### config.mk
export PLATFORM = sky130hd
export DESIGN_NAME = gftl_locus
export DESIGN_NICKNAME = d
export VERILOG_FILES = /design/src/rtl/core/gftl_pkg.sv /design/src/rtl/core/gftl_locus.sv
export SDC_FILE = /design/constraint.sdc
export NUM_CORES = 1
export LEC_CHECK = 0
export BUFFER_PORTS_ARGS = -buffer_cell sky130_fd_sc_hd__buf_4
export CAP_MARGIN = 20
export CORE_MARGIN = 5
export CORE_UTILIZATION = 46
export DETAILED_ROUTE_END_ITERATION = 8
export PLACE_DENSITY = 0.82
export RECOVER_POWER = 100
export REMOVE_ABC_BUFFERS = 1
export SKIP_LAST_GASP = 1
export SLEW_MARGIN = 20
export SYNTH_ARGS = -nofsm -noshare
export SYNTH_HDL_FRONTEND = slang
export SYNTH_SLANG_ARGS = --single-unit
### constraint.sdc
create_clock -name clock -period 4.9 [get_ports clock]
set_input_delay 0.245 -clock clock [delete_from_list [all_inputs] [get_ports clock]]
set_output_delay 0.245 -clock clock [all_outputs]
set_load 0.02 [all_outputs]
### src/rtl/core/gftl_pkg.sv
// gftl_pkg: shared types and constants of the genotype fitness table lookup core
// request and response payloads, configuration view and register indices
// no dependencies
`timescale 1ns / 1ps

package gftl_pkg;

   localparam int unsigned TABLE_DEPTH = 243;
   localparam int unsigned TABLE_AW    = $clog2(TABLE_DEPTH);
   localparam int unsigned WT_REGS     = 4;

   // request actions
   localparam logic ACTION_LOAD  = 1'b0;
   localparam logic ACTION_LOCUS = 1'b1;

   // ploidy modes (anything but haploid is treated as diploid)
   localparam logic [1:0] PLOIDY_HAPLOID = 2'd1;
   localparam logic [1:0] PLOIDY_DIPLOID = 2'd2;

   // configuration register indices
   localparam logic [2:0] CSR_PLOIDY     = 3'd0;
   localparam logic [2:0] CSR_WT_COUNT   = 3'd1;
   localparam logic [2:0] CSR_WILDTYPE_0 = 3'd2;
   localparam logic [2:0] CSR_WILDTYPE_1 = 3'd3;
   localparam logic [2:0] CSR_WILDTYPE_2 = 3'd4;
   localparam logic [2:0] CSR_WILDTYPE_3 = 3'd5;

   typedef struct packed {
      logic        action;
      logic [7:0]  table_address;
      logic [31:0] fitness_value;
      logic [7:0]  allele_first;
      logic [7:0]  allele_second;
      logic        last_locus;
   } req_type;

   typedef struct packed {
      logic [31:0] fitness;
      logic        too_many_loci;
   } rsp_type;

   typedef struct packed {
      logic [1:0]               ploidy_mode;
      logic [2:0]               wildtype_count;
      logic [WT_REGS-1:0][7:0]  wildtype;
   } cfg_type;

   // table read issued by the locus unit on the last locus of an individual
   typedef struct packed {
      logic       fire;
      logic [7:0] index;
      logic       too_many;
   } lkp_type;

endpackage

### src/rtl/core/gftl_locus.sv
// gftl_locus: wildtype matching and mixed-radix genotype index accumulation
// issues the table lookup on the last locus of an individual
// depends on gftl_pkg
`timescale 1ns / 1ps

module gftl_locus #(
   parameter int unsigned MAX_LOCI       = 5,
   parameter int unsigned WILDTYPE_SLOTS = 4
) (
   input  logic              clock,
   input  logic              reset,
   input  logic              locus_fire,
   input  gftl_pkg::req_type req,
   input  gftl_pkg::cfg_type cfg,
   output gftl_pkg::lkp_type lkp
);

   localparam int unsigned LOCI_W = $clog2(MAX_LOCI + 1);

   logic [7:0]        index_ff, index_in;
   logic [LOCI_W-1:0] loci_ff, loci_in;
   logic              ovf_ff, ovf_in;

   logic       match_a, match_b;
   logic       full;
   logic [7:0] next_index;
   logic [9:0] diploid_sum;
   logic [9:0] haploid_sum;
   logic [1:0] wt_n;

   always_comb begin
      match_a = 1'b0;
      match_b = 1'b0;
      for (int i = 0; i < gftl_pkg::WT_REGS; i++) begin
         if ((3'(i) < cfg.wildtype_count) && (i < WILDTYPE_SLOTS)) begin
            if (cfg.wildtype[i] == req.allele_first) begin
               match_a = 1'b1;
            end
            if (cfg.wildtype[i] == req.allele_second) begin
               match_b = 1'b1;
            end
         end
      end
   end

   assign wt_n        = {1'b0, match_a} + {1'b0, match_b};
   assign diploid_sum = 10'(index_ff) * 10'd3 + 10'd2 - 10'(wt_n);
   assign haploid_sum = {1'b0, index_ff, 1'b0} + 10'(!match_a);
   assign full        = (loci_ff >= LOCI_W'(MAX_LOCI));

   always_comb begin
      if (full) begin
         next_index = index_ff;
      end else if (cfg.ploidy_mode == gftl_pkg::PLOIDY_HAPLOID) begin
         next_index = haploid_sum[7:0];
      end else begin
         next_index = diploid_sum[7:0];
      end
   end

   always_comb begin
      index_in = index_ff;
      loci_in  = loci_ff;
      ovf_in   = ovf_ff;
      if (locus_fire) begin
         if (req.last_locus) begin
            index_in = '0;
            loci_in  = '0;
            ovf_in   = 1'b0;
         end else begin
            index_in = next_index;
            loci_in  = full ? loci_ff : loci_ff + LOCI_W'(1);
            ovf_in   = ovf_ff | full;
         end
      end
   end

   always_ff @(posedge clock) begin
      if (reset) begin
         index_ff <= '0;
         loci_ff  <= '0;
         ovf_ff   <= 1'b0;
      end else begin
         index_ff <= index_in;
         loci_ff  <= loci_in;
         ovf_ff   <= ovf_in;
      end
   end

   assign lkp.fire     = locus_fire && req.last_locus;
   assign lkp.index    = next_index;
   assign lkp.too_many = ovf_ff | full;

endmodule

**Word-level counts from Yosys, hierarchy flattened**

Cells that the tools add are included.

- Bits in registers: 12
- Input port bits: 98
- Output and inout bits: 10
- Logic and storage cells: 50

- $add $sub $neg: 5
- $mul: 1
- $lt $le $gt $ge: 5
- Equality and inequality tests: 10
- Muxes and demuxes: 22
- Bitwise gates (word level): 1
- Reductions and logical operators: 3

Operators by type and width:

| kind | count |
|---|---|
| == test 8 bit | 8 |
| two-way mux 8 bit | 3 |
| two-way mux 1 bit | 17 |
| adder 8 x 1 -> 8 bit | 1 |
| adder 8 x 2 -> 8 bit (second input constant) | 1 |
| multiplier 8 x 2 -> 8 bit (second input constant) | 1 |
| subtractor 8 x 2 -> 8 bit | 1 |
| < comparator 1 x 3 -> 1 bit (first input constant) | 2 |
| < comparator 2 x 3 -> 1 bit (first input constant) | 2 |
| two-way mux 3 bit | 2 |
| adder 3 x 1 -> 3 bit (second input constant) | 1 |
| greater-or-equal comparator 3 bit (second input constant) | 1 |
| adder 1 x 1 -> 2 bit | 1 |
| == test 2 x 1 -> 1 bit (second input constant) | 1 |
| inequality test 2 bit (second input constant) | 1 |
| AND reduction 2 bit | 1 |
| logical AND 1 bit | 1 |
| logical NOT 1 bit | 1 |
| bitwise OR 1 bit | 1 |

**Depth between registers and ports, before layout**

- Word-level depth: 14
- Depth in mapped cells: 17
- Depth with buffers taken out: 17

**Least setup slack after synthesis**

OpenSTA, ideal clock, no wires.

- Path type: input to output
- Start point: input port req[6] (netlist bit)
- End point: output port lkp[8] (netlist bit)
- Data arrival time: 3.629 ns
- Data required time: 4.655 ns
- Slack: 1.026 ns
- Stages on the path: 15
- Path buffers: 0
- Cells stage by stage: xor2_1 nor4_1 o211ai_1 nor4_1 nor4_1 ha_1 fa_1 fa_1 ha_1 a211o_1 a21o_1 a211oi_2 or2_1 a221oi_2 o2bb2ai_1

RTL lines:

| element | line | source |
|---|---|---|
| from (decl) | gftl_locus.sv:13 | `input gftl_pkg::req_type req,` |
| to (decl) | gftl_locus.sv:15 | `output gftl_pkg::lkp_type lkp` |

==> results.toml <==
[final_layout]
nFillCells = 397
n_antenna_cell = 0
post-route-util = 0.602
design_area_sq_mm = 0.00246
fin_nets = 428
syn_to_final_growth_pct = 24.7
layout-drive-gt1-share = 0.218

[cts]
clock_latency_ns = 0.24
cts-root-buf = "clkbuf_8"
cts_setup_buffers = 0
clockBufferDepth = 2
post_cts_resized = 0
cts_tree = "done"
htreeDepth = 1
cts_sinks = 12
holdBufCountCts = 0
cts.clk_slew.worst_paths_ns = 0.05
cts_buffers = 3

[detailed_routing]
num_vias = 1980
drtPass1Iterations = 5
postRouteWirelength_microns = 5220
drc = 0
wl_per_cell_microns = 14.6
routed_via_density = 5.53
drtIter0Drc = 80
ant_nets = 0

[floorplanning]
fp-row-count = 23
die_area_sq_mm = 0.00570
die_x_microns = 75.5
die_y_microns = 75.5
start_util = 0.483
core_sq_mm = 0.00409
ios = 108

[setup_path]
arrival_ns = 4.16
timing.rr.end = "index_ff[6]"
path_common_cell = "nor4_1"
crit_start = "req[5]"
critPathKind = "input port to output port"
reg2reg_slack_ns = 1.88
cp_slowest_cell = "fa_1"
cp_cell_sequence = "clkbuf_1, xor2_1, nor4_1, o211ai_1, nor4_1, nor4_1, ha_1, fa_1, fa_1, ha_1, a211o_1, a21o_1, a211oi_2, or2_0, a221oi_2, o2bb2ai_1, buf_4"
cp_max_fo = 4
r2r_start = "index_ff[0]"
slowest_delay_ns = 0.41
path_delay_family = "adder cells"
crit_required_ns = 4.66
cp-end-kind = "output port"
startpoint_type = "input port"
path_buf_inv = 2
worstRegToRegCells = 11

[yosys]
yosys.area_share.simple = 0.214
synth_compound_area_frac = 0.162
avgSynthCellArea_sq_um = 7.83
synth_top_area_cell = "xnor2_1"
ys.flop_type = "dfxtp_1"
ys_ff_latch = 12
yosysMostFrequentCell = "xnor2_1"
synth-edff-count = 0
synth_top_family_by_area = "XOR/XNOR gates"
yosys-top-cells-area = "xnor2_1 22%, dfxtp_1 12%, ha_1 11%"
ys_seq_area_frac = 0.122
synthXorXnorAreaFrac = 0.289
yosys_warnings = 0
async_flop_share = 0
synth_common_cells = "50 x xnor2_1, 17 x ha_1, 17 x inv_1, 15 x nor2_1, 15 x xor2_1"
synth.top_cell.area_share = 0.222
synth_mux_area_frac = 0
synth_area_sq_mm = 0.00197
syn_inst = 252
yosysUniqueCellTypes = 46
synthAdderAreaFrac = 0.138

[grt]
grt_pass1_wl_microns = 8600
gr-usage-all-layers = 0.190
antenna_found_initial = 0
first_global_vias = 1989
grt_max_degree = 13
gr-total-overflow = 0

[hold_path]
min_path_cells = 2
holdCritPathClass = "input port to flip-flop"
hp-start = "reset"
whs_endpoint = "index_ff[0]"

[timing]
grt_setup_unrepaired = "false"
relSlewSlack = 0.296
finalSetupTns_ns = 0
finalMaxSlewViolations = 0
fmax_ghz = 0.227
finClkSkew_ns = 0.000686
fin_crit_ns = 4.40
worst_slew_pin_slew_ns = 1.05
hold_viol = 0
setup_violations = 0
fin_crit_sh = 0.899

[place]
port_buffers = 66
dpl.hpwl_microns = 4480
placed_area_sq_mm = 0.00245
place.gp.congestion = 0.836

[pwr]
powerDensity_mw_per_mm2 = 208
power_uw = 512
ir_drop_mv = 0.0879
p_leak_uw = 0.000993

[status]
status = "completed"

[run]
maxCapViolCount = 0
[stage by stage]
step	worst slack [ns]	hold WS [ns]	cells
floorplan	1.01	0.314	238
global placement	0.658	0.493	355
finish	0.497	0.275	358
global route	0.167	0.280	358
CTS	0.607	0.272	358
detailed placement	0.626	0.504	355
[routing by layer]
| metal | vias up | share of wire | wire length, microns | global-route usage |
|---|---|---|---|---|
| li1 | 987 | - | - | - |
| met1 | 904 | 0.41 | 2160 | 0.226 |
| met2 | 77 | 0.50 | 2610 | 0.351 |
| met3 | 12 | 0.069 | 363 | 0.0356 |
| met4 | 0 | 0.017 | 88 | 0.0408 |
| met5 | - | 0 | 0 | 0 |
[final cells by class]
| type | count | area [sq um] | share of cell area |
|---|---|---|---|
| multi-input combinational | 209 | 1580 | 0.644 |
| timing repair buffer | 67 | 469 | 0.191 |
| sequential | 12 | 240 | 0.0976 |
| inverter | 17 | 63.8 | 0.0259 |
| tap | 50 | 62.6 | 0.0254 |
| clock buffer | 3 | 41.3 | 0.0168 |
[cells by family after synthesis]
logic type                 count (synthesis)
buffers and inverters                     31
and+or+nand+nor                           78
DFF                                       12
AOI/OAI and AO/OA                         46
xor gates and xnor gates                  65
adders and majority gates                 20
[power breakdown]
part           switching [uW]  total [uW]  leakage (uW)  internal [uW]
clock                    34.0        87.9     0.0000216           54.0
sequential               6.77         110     0.0000975            103
combinational             166         314      0.000874            148
total                     207         512      0.000993            305
[state kept, by name, indices dropped and copies added (netlist names)]
name / cells
loci_ff: 3
index_ff: 8
ovf_ff: 1
[layout by cell type (no fill, tap or decap), drive strengths merged, types with 11 or more instances in the layout]
master / count
xor2: 15
ha: 17
a21oi: 13
dfxtp: 12
nand2: 11
inv: 17
clkbuf: 12
nor2: 15
buf: 58
nand4: 12
xnor2: 50
[worst max path at each step]
stage          cells past startpoint      to
2_1_floorplan                     15  lkp[8]
3_3_place_gp                      17  lkp[8]
3_5_place_dp                      17  lkp[8]
4_1_cts                           17  lkp[8]
5_1_grt                           18  lkp[7]
6_report                          17  lkp[8]
No activity file was read; power rests on OpenSTA's default activity.
